`config.mk`:
```
export PLATFORM = sky130hd
export DESIGN_NAME = periodic_task_dispatch_timer
export DESIGN_NICKNAME = d
export VERILOG_FILES = /design/src/rtl/ptdt_pkg.sv /design/src/rtl/ptdt_cell.sv /design/src/rtl/periodic_task_dispatch_timer.sv
export SDC_FILE = /design/constraint.sdc
export NUM_CORES = 2
export LEC_CHECK = 0
export BUFFER_PORTS_ARGS = -buffer_cell sky130_fd_sc_hd__buf_2
export CAP_MARGIN = 10
export CELL_PAD_IN_SITES_DETAIL_PLACEMENT = 1
export CELL_PAD_IN_SITES_GLOBAL_PLACEMENT = 2
export CORE_MARGIN = 10
export CORE_UTILIZATION = 42
export DETAILED_ROUTE_END_ITERATION = 10
export GPL_TIMING_DRIVEN = 1
export PLACE_DENSITY = 0.77
export SETUP_SLACK_MARGIN = 0.15
export SYNTH_ARGS = -nofsm -noshare
export SYNTH_HDL_FRONTEND = slang
export SYNTH_SLANG_ARGS = --single-unit
```
`constraint.sdc`:
```
create_clock -name clk -period 6.6 [get_ports clk]
set_clock_uncertainty 0.15 [all_clocks]
set_input_delay 0.66 -clock clk [delete_from_list [all_inputs] [get_ports clk]]
set_output_delay 0.66 -clock clk [all_outputs]
set_load 0.02 [all_outputs]
```
`src/rtl/ptdt_pkg.sv`:
```
// Package for the periodic task dispatch timer.
// Holds the item type carried along the cell chain and the opcode and mask constants.
// No dependencies.
package ptdt_pkg;

    localparam int MASK_BITS = 12;
    localparam int TIME_W    = 32;
    localparam int PERIOD_W  = 16;
    localparam int INDEX_W   = 4;

    typedef enum logic
    {
        OP_TICK = 1'b0,
        OP_LOAD = 1'b1
    } opcode_t;

    typedef struct packed
    {
        opcode_t                opcode;
        logic [TIME_W-1:0]      now_time;
        logic [INDEX_W-1:0]     channel_index;
        logic [PERIOD_W-1:0]    period_value;
        logic                   channel_enable;
        logic [MASK_BITS-1:0]   fire_mask;
        logic [MASK_BITS-1:0]   realign_mask;
    } item_t;

endpackage

```
`src/rtl/ptdt_cell.sv`:
```
// One channel cell of the dispatch timer chain: period, enable and last-fire time.
// Updates its channel as an item enters, then hands the item on with its mask bits.
// Depends on ptdt_pkg.
module ptdt_cell #(
    parameter int CH = 0
) (
    input  logic            clk,
    input  logic            rst_n,
    input  logic            up_valid,
    input  ptdt_pkg::item_t up_item,
    output logic            up_ready,
    output logic            dn_valid,
    output ptdt_pkg::item_t dn_item,
    input  logic            dn_ready
);

    logic                            valid_reg;
    logic                            valid_next;
    ptdt_pkg::item_t                 item_reg;
    ptdt_pkg::item_t                 item_next;
    logic [ptdt_pkg::TIME_W-1:0]     last_reg;
    logic [ptdt_pkg::TIME_W-1:0]     last_next;
    logic [ptdt_pkg::PERIOD_W-1:0]   period_reg;
    logic [ptdt_pkg::PERIOD_W-1:0]   period_next;
    logic                            enable_reg;
    logic                            enable_next;
    logic                            take;
    logic                            is_tick;
    logic                            hit;
    logic                            snap;
    logic [ptdt_pkg::TIME_W-1:0]     elapsed;

    assign up_ready = !valid_reg || dn_ready;
    assign take     = up_valid && up_ready;
    assign is_tick  = (up_item.opcode == ptdt_pkg::OP_TICK);
    assign elapsed  = up_item.now_time - last_reg;
    assign hit      = is_tick
                      && (elapsed >= {{(ptdt_pkg::TIME_W-ptdt_pkg::PERIOD_W){1'b0}}, period_reg});
    assign snap     = hit
                      && (elapsed > {{(ptdt_pkg::TIME_W-ptdt_pkg::PERIOD_W-1){1'b0}},
                                     period_reg, 1'b0});

    always_comb
    begin
        valid_next  = valid_reg;
        last_next   = last_reg;
        period_next = period_reg;
        enable_next = enable_reg;
        if (take)
        begin
            valid_next = 1'b1;
            if (!is_tick && (up_item.channel_index == ptdt_pkg::INDEX_W'(CH)))
            begin
                period_next = up_item.period_value;
                enable_next = up_item.channel_enable;
            end
            if (snap)
            begin
                last_next = up_item.now_time;
            end
            else if (hit)
            begin
                last_next = last_reg
                            + {{(ptdt_pkg::TIME_W-ptdt_pkg::PERIOD_W){1'b0}}, period_reg};
            end
        end
        else if (dn_ready)
        begin
            valid_next = 1'b0;
        end
    end

    always_comb
    begin
        item_next              = up_item;
        item_next.fire_mask    = up_item.fire_mask
                                 | (ptdt_pkg::MASK_BITS'(hit && enable_reg) << CH);
        item_next.realign_mask = up_item.realign_mask
                                 | (ptdt_pkg::MASK_BITS'(snap) << CH);
    end

    always_ff @(posedge clk or negedge rst_n)
    begin
        if (!rst_n)
        begin
            valid_reg  <= 1'b0;
            last_reg   <= '0;
            period_reg <= '0;
            enable_reg <= 1'b0;
        end
        else
        begin
            valid_reg  <= valid_next;
            last_reg   <= last_next;
            period_reg <= period_next;
            enable_reg <= enable_next;
        end
    end

    always_ff @(posedge clk)
    begin
        if (take)
        begin
            item_reg <= item_next;
        end
    end

    assign dn_valid = valid_reg;
    assign dn_item  = item_reg;

endmodule

```
`src/rtl/periodic_task_dispatch_timer.sv`:
```
// Top level of the periodic task dispatch timer: a chain of channel cells.
// Depends on ptdt_pkg and ptdt_cell.
//
//  channel | handshake            | payload
//  --------+----------------------+---------------------------------------------------
//  in      | in_valid / in_stall  | opcode, now_time, channel_index, period_value,
//          |                      | channel_enable
//  out     | out_valid / out_stall| fire_mask, realign_mask
//
// One transfer in per cycle while in_stall is low; each item passes in turn through
// the register of every channel cell, and its result is presented from the last one.
// Reset clears all periods, enables and last-fire times, and empties the chain.
// A stall on the output holds the last cell; earlier cells keep filling any empty
// slots, and in_stall rises only once every cell holds an item.
module periodic_task_dispatch_timer #(
    parameter int NUM_CHANNELS = 12
) (
    input  logic        clk,
    input  logic        rst_n,
    input  logic        in_valid,
    output logic        in_stall,
    input  logic        opcode,
    input  logic [31:0] now_time,
    input  logic [3:0]  channel_index,
    input  logic [15:0] period_value,
    input  logic        channel_enable,
    output logic        out_valid,
    input  logic        out_stall,
    output logic [11:0] fire_mask,
    output logic [11:0] realign_mask
);

    logic            link_valid [0:NUM_CHANNELS];
    logic            link_ready [0:NUM_CHANNELS];
    ptdt_pkg::item_t link_item  [0:NUM_CHANNELS];
    ptdt_pkg::item_t in_item;

    always_comb
    begin
        in_item                = '0;
        in_item.opcode         = ptdt_pkg::opcode_t'(opcode);
        in_item.now_time       = now_time;
        in_item.channel_index  = channel_index;
        in_item.period_value   = period_value;
        in_item.channel_enable = channel_enable;
    end

    assign link_item[0]             = in_item;
    assign link_valid[0]            = in_valid;
    assign in_stall                 = !link_ready[0];
    assign link_ready[NUM_CHANNELS] = !out_stall;

    for (genvar c = 0; c < NUM_CHANNELS; c++)
    begin : g_cell
        ptdt_cell #(
            .CH(c)
        ) u_cell (
            .clk      (clk),
            .rst_n    (rst_n),
            .up_valid (link_valid[c]),
            .up_item  (link_item[c]),
            .up_ready (link_ready[c]),
            .dn_valid (link_valid[c+1]),
            .dn_item  (link_item[c+1]),
            .dn_ready (link_ready[c+1])
        );
    end

    assign out_valid    = link_valid[NUM_CHANNELS];
    assign fire_mask    = link_item[NUM_CHANNELS].fire_mask;
    assign realign_mask = link_item[NUM_CHANNELS].realign_mask;

    a_stall_only_full: assert property (@(posedge clk) disable iff (!rst_n)
        in_stall |-> out_valid)
        else $error("input stalled while output register empty");

    a_free_out_accepts: assert property (@(posedge clk) disable iff (!rst_n)
        !out_stall |-> !in_stall)
        else $error("chain refused a transfer with the output free");

    a_held_result: assert property (@(posedge clk) disable iff (!rst_n)
        (out_valid && out_stall) |=> (out_valid && $stable(fire_mask)
                                      && $stable(realign_mask)))
        else $error("stalled result changed or was lost");

endmodule
```
Word level (Yosys, flattened, before mapping):

Index checks and enable logic that the tools add are counted.

* flip-flop bits (word level): 1460
* input bits: 58
* output and inout port bits: 26
* logic and storage cells: 403

* $add $sub $neg: 24
* $lt $le $gt $ge: 24
* equality and inequality tests: 12
* mux-type cells: 48
* bitwise gates (word level): 34
* reduce and logical (&&, ||, !) cells: 134

Operator list (count)
* $mux 32: 24
* $add 32x16->32: 12
* $ge 32x16->1: 12
* $gt 32x17->1: 12
* $sub 32x32->32: 12
* $logic_and 1x1->1: 60
* $reduce_and 2->1: 24
* $reduce_bool 2->1: 23
* $mux 1: 24
* $or 12x10->12: 2
* $or 12x11->12: 2
* $or 12x12->12: 2
* $or 12x3->12: 2
* $or 12x4->12: 2
* $or 12x5->12: 2
* $or 12x6->12: 2
* $or 12x7->12: 2
* $or 12x8->12: 2
* $or 12x9->12: 2
* $eq 4x3->1 const B: 4
* $eq 4x4->1 const B: 4
* $logic_not 1->1: 14
* $logic_or 1x1->1: 12
* $not 1->1: 12
* other kinds (5): 7

Depth between registers and ports, before layout:

* depth after elaboration: 15
* gate-level depth with buffers: 28
* mapped depth without buffers: 24

By module:

Synthesis repeated with hierarchy kept, for this count alone.

* cell total of the unflattened synthesis: 10037
* area, all modules: 102547.1 um^2

By module, submodules not included
* ptdt_cell (g_cell[11].u_cell ...): times used 2, cells each 837, area an instance 8582.0 um^2, seq. area each 3593.4 um^2
* ptdt_cell (g_cell[5].u_cell ...): times used 2, cells each 837, area an instance 8580.7 um^2, seq. area each 3593.4 um^2
* ptdt_cell (g_cell[4].u_cell ...): times used 2, cells each 837, area an instance 8578.2 um^2, seq. area each 3593.4 um^2
* ptdt_cell (g_cell[1].u_cell): times used 1, cells each 855, area an instance 8752.1 um^2, seq. area each 3593.4 um^2
* ptdt_cell (g_cell[2].u_cell): times used 1, cells each 829, area an instance 8593.2 um^2, seq. area each 3593.4 um^2
* ptdt_cell (g_cell[0].u_cell): times used 1, cells each 829, area an instance 8590.7 um^2, seq. area each 3593.4 um^2
* ptdt_cell (g_cell[3].u_cell): times used 1, cells each 856, area an instance 8509.4 um^2, seq. area each 3593.4 um^2
* ptdt_cell (g_cell[10].u_cell): times used 1, cells each 827, area an instance 8360.5 um^2, seq. area each 3593.4 um^2
* ptdt_cell (g_cell[9].u_cell): times used 1, cells each 816, area an instance 8247.9 um^2, seq. area each 3593.4 um^2
* periodic_task_dispatch_timer: times used 1, cells each 3, area an instance 11.3 um^2, seq. area each 0.0 um^2

Worst setup path after synthesis:

Ideal clock, no wire load.

* kind: input -> register
* start: input out_stall
* end: register g_cell[2].u_cell.period_reg[10] in the netlist's numbering
* setup time: 125 ps
* arrival: 5558 ps
* required time: 6325 ps
* slack: 767 ps
* stages: 9
* buffers on the path: 1
* cell sequence: nand4_1 nor2_1 nand2_1 nor2_1 and3_1 nor2b_1 nand3_1 clkbuf_1 mux2_2

* cells in the longest elaborated chain, start to end: 13

Ends and longest elaborated chain
* from (decl): RTL line periodic_task_dispatch_timer.sv:28 `input logic out_stall,`
* $logic_not 1->1: RTL line periodic_task_dispatch_timer.sv:51 `assign link_ready[NUM_CHANNELS] = !out_stall;`
* $logic_or 1x1->1 (10 in series): RTL line ptdt_cell.sv:33 `assign up_ready = !valid_reg || dn_ready;`
* $logic_and 1x1->1: RTL line ptdt_cell.sv:34 `assign take = up_valid && up_ready;`
* named net g_cell[2].u_cell.take: RTL line ptdt_cell.sv:27 `logic take;`
* $reduce_and 2->1 (no line)
* to (signal assigned): RTL line ptdt_cell.sv:95 `period_reg <= period_next;`
* to (decl): RTL line ptdt_cell.sv:23 `logic [ptdt_pkg::PERIOD_W-1:0] period_reg;`

The timed path passes the listed nets, and every way through them passes these cells.
A chain may end at the register's enable or synchronous reset.

Worst setup path in the final report:

* start: input now_time[0]
* end: register g_cell[0].u_cell.last_reg[31] in the netlist's numbering

* cells in the longest elaborated chain, start to end: 6
* elaborated cells between the ends (all ways): 8
* those cells by class: 1 x add/sub; 2 x order compare; 1 x mux; 4 x reduce/logical

Ends and longest elaborated chain
* from (decl): RTL line periodic_task_dispatch_timer.sv:23 `input logic [31:0] now_time,`
* $sub 32x32->32 (*): RTL line ptdt_cell.sv:36 `assign elapsed = up_item.now_time - last_reg;`
* $ge 32x16->1: RTL line ptdt_cell.sv:38 `&& (elapsed >= {{(ptdt_pkg::TIME_W-ptdt_pkg::PERIOD_W){1'b0}}, period_reg});`
* $logic_and 1x1->1: RTL line ptdt_cell.sv:38
* $logic_and 1x1->1: RTL line ptdt_cell.sv:40 `&& (elapsed > {{(ptdt_pkg::TIME_W-ptdt_pkg::PERIOD_W-1){1'b0}},`
* $reduce_bool 2->1 (no line)
* $reduce_and 2->1 (no line)
* to (signal assigned): RTL line ptdt_cell.sv:94 `last_reg <= last_next;`
* to (decl): RTL line ptdt_cell.sv:21 `logic [ptdt_pkg::TIME_W-1:0] last_reg;`

Every way passes the cells marked *; elsewhere a longest branch is shown, timed or not.

==> out/metrics.cfg <==
[grt]
grt_pass1_wl_microns = 480900
grt_busiest_layer = met2
grt_max_degree = 128
met1_usage_pct = 35.21
grt_antenna_before_repair = 6
gr-total-overflow = 0
use_met2_pct = 42.58
grtUsageTotal_pct = 25.42
use_met3_pct = 2.533
grt_pass1_vias = 79100

[clock_tree]
cts_setup_buffers = 0
htree_levels = 4
clkLatencyLatePin_ps = 820
cts_tree = built
cts_buffer_depth = 3
cts_buffers = 164
clock-root-buffer = clkbuf_16
clk_pin_slew_ps = 60
clock-sinks = 1350

[sta]
fmax_mhz = 164.0
fin_crit_sh_pct = 92.38
tightest_slew_ps = 1212
setup_viol = 0
finalMaxSlewViolations = 0
fin_crit_ps = 6097
rsz0062_at_grt = no
relSlewSlack_pct = 18.89
setup_tns_ps = 0
timing.final.hold_violations = 0

[pwr]
powerDensity_mw_per_mm2 = 505.1
combinationalPowerShare_pct = 55.3
leakagePower_nw = 43.92
ir_drop_v = 0.0003220
power_frac_seq_pct = 26.1
intPower_mw = 28.50
switching_share_pct = 44.90
clockPowerShare_pct = 18.6
total_power_mw = 51.73
power.switching_mw = 23.22

[outcome]
status = finished clean

[detailed_routing]
via_per_inst = 5.949
ant_nets = 0
drcViolationCount = 0
wl_microns = 310600
drtPass1Iterations = 6
detail_route.wl_per_cell_microns = 24.35
drt_iter0_drc = 4941
vias = 75880

[setup_path]
end_kind = flop
worstPathRequired_ps = 7150
rrSetupSlack_ps = 570
r2r.worst_path.cells = 20
critPathKind = input port to flop
r2r-end = g_cell[8].u_cell.last_reg[21]
cp_data_arrival_time_ps = 6640
r2r_start = g_cell[7].u_cell.dn_item[45]
cp_max_fo = 5
worstSetupStartpointType = input port

[final_layout]
layout.nets = 10770
largest_register_ff_count = 750
final_common_cell = ha_1
layout-drive-gt1-share_pct = 7.772
area_growth_pct = 10.91
final_cell_mix = ha_1 (948), a21oi_1 (800), nand2_1 (789), inv_1 (780), edfxtp_1 (750)

[synthesis]
avgSynthCellArea_sq_um = 9.570
synth_edf_count = 750
syn-cell-area_sq_mm = 0.09232
synthArstFlopShare_pct = 44.44
synth_ff_type = edfxtp_1
ys_seq_area_share_pct = 40.66
syn-instance-count = 9647
ys_seq_elements = 1350
yosys_warnings = 0
syn_nets = 10680
synthDistinctLibCells = 101

[run]
max_cap_viol_count = 0

[floorplan]
rows = 172
design.core.area_sq_mm = 0.2191
die-area_sq_mm = 0.2390
start_util_pct = 42.14
die_w_microns = 488.9
io_pins = 84
fp.dieH_microns = 488.9

[min_path]
min_path_type = input port to flop
whs_endpoint = g_cell[0].u_cell.dn_item[58]
whs_path_depth = 1
min_from = now_time[13]

[placed_design]
io_buffers = 83
hpwl_microns = 243000
routabilityCongestion = 0.9076

-- metal layers --
layer  vias up  part of all wire, %
met3       408                  3.1
li1      35950                    -
met4         0                  2.6
met1     38240                   47
met5         -                    0
met2      1292                   47
-- synth_stat cells, types with 22 or more instances --
cell type,instances,share of area (%)
nand3_1,245,1.3
a21o_1,319,2.6
mux2_2,162,2.0
a2111oi_0,42,0.40
a21boi_0,39,0.32
nand2b_1,111,0.75
nor2b_1,110,0.75
a21oi_1,800,4.3
a22oi_1,34,0.28
a211oi_1,119,0.97
a2bb2oi_1,26,0.25
clkbuf_1,240,0.98
edfxtp_1,750,24
o2111ai_1,30,0.28
o21ai_0,649,3.5
or2_2,39,0.26
nand2_1,789,3.2
o31a_1,30,0.28
nand4_1,163,1.1
mux2i_1,136,1.5
and4_1,22,0.21
and3_1,88,0.60
o211ai_1,63,0.51
xnor2_1,243,2.3
inv_1,788,3.2
or3_1,69,0.47
ha_1,948,13
o21bai_1,68,0.55
o22ai_1,50,0.34
a31oi_1,151,1.0
o21a_1,136,1.1
a211o_1,27,0.26
nor3_1,183,0.99
buf_2,49,0.27
xor2_1,121,1.1
dfrtp_1,600,16
nor2_1,554,2.3
o31ai_1,44,0.36
fa_1,24,0.52
and2_1,70,0.47
o211a_1,29,0.31
nor3b_1,31,0.25
nor4_1,59,0.40
-- power groups by stage --
stage                     sequential [mW]  clock, mW  combinational [mW]
final                                13.5       9.64                28.6
after global routing                 13.7       10.2                32.2
after CTS                            13.5       9.86                28.4
after detailed placement             13.7          0                28.1
after global placement               13.6          0                27.1
after floorplan                      12.5          0                20.9
-- cell type report --
| cell class | count | area (sq um) |
|---|---|---|
| Clock inverter | 110 | 1306 |
| Inverter | 792 | 2978 |
| Fill cell | 24560 | 116700 |
| Sequential cell | 1350 | 37540 |
| Tap cell | 2871 | 3592 |
| Multi-Input combinational cell | 7204 | 50800 |
| Timing Repair Buffer | 228 | 1779 |
| Clock buffer | 197 | 4403 |
| Antenna cell | 3 | 7.507 |
-- worst max path at each step --
stage                                 startpoint                         endpoint  slack [ps]  depth (start not counted)
finish                               now_time[0]    g_cell[0].u_cell.last_reg[31]         500                         24
global route        g_cell[9].u_cell.dn_item[45]   g_cell[10].u_cell.last_reg[28]         160                         23
CTS                 g_cell[9].u_cell.dn_item[45]   g_cell[10].u_cell.last_reg[31]         380                         23
detailed placement  g_cell[9].u_cell.dn_item[45]   g_cell[10].u_cell.last_reg[31]         360                         23
global placement                     now_time[0]    g_cell[0].u_cell.last_reg[16]         450                         23
floorplan                              out_stall  g_cell[2].u_cell.period_reg[10]         770                          9
-- critical path, stage by stage --
cell and delay [ps]:
dlygate4sd3_1 640, buf_2 170, inv_1 40, ha_1 210, fa_1 400, nand2b_1 200, a2111oi_1 380, buf_4 180
nor3_1 50, a21oi_2 170, o21a_1 120, nor2_1 40, xnor2_1 220, ha_1 280, and3_1 170, a221o_1 350
a221oi_1 280, nand3_1 310, a2111o_1 370, or4_1 480, o21ai_2 330, buf_4 200, nor2_1 80, a311oi_1 300
-- metrics by stage --
stage / setup WS (ps) / hold WS (ps) / std cells / instance area (sq um) / utilization (%)
after floorplan: 767.1 / 214.4 / 9647 / 92320 / -
after global placement: 453.9 / 250.9 / 12390 / 96140 / 43.88
after detailed placement: 362.5 / 255.1 / 12390 / 96160 / 43.89
after CTS: 382.3 / 19.75 / 12750 / 102400 / 46.73
after global routing: 160.1 / 35.50 / 12750 / 102400 / 46.74
final: 502.9 / 76.25 / 12760 / 102400 / 46.74
-- kinds of logic (layout without fill, tap and decap cells) --
group,Yosys count,in the layout,synth area share (%)
muxes,298,298,3.450
adders and majority gates,972,972,13.37
buffers and inverters,1093,1327,4.512
AOI/OAI and AO/OA,2936,2936,20.58
and+or+nand+nor,2634,2634,13.98
xor gates and xnor gates,364,364,3.453
other,0,3,0
DFF,1350,1350,40.66
-- what timing repair did --
item                                    in CTS  in global routing
hold buffers                                51                  0
gates resized for setup                      0                  4
endpoints found under the setup margin       0                 29
endpoints found under the hold margin      132                  0
Power figures use the tool's default switching activity.
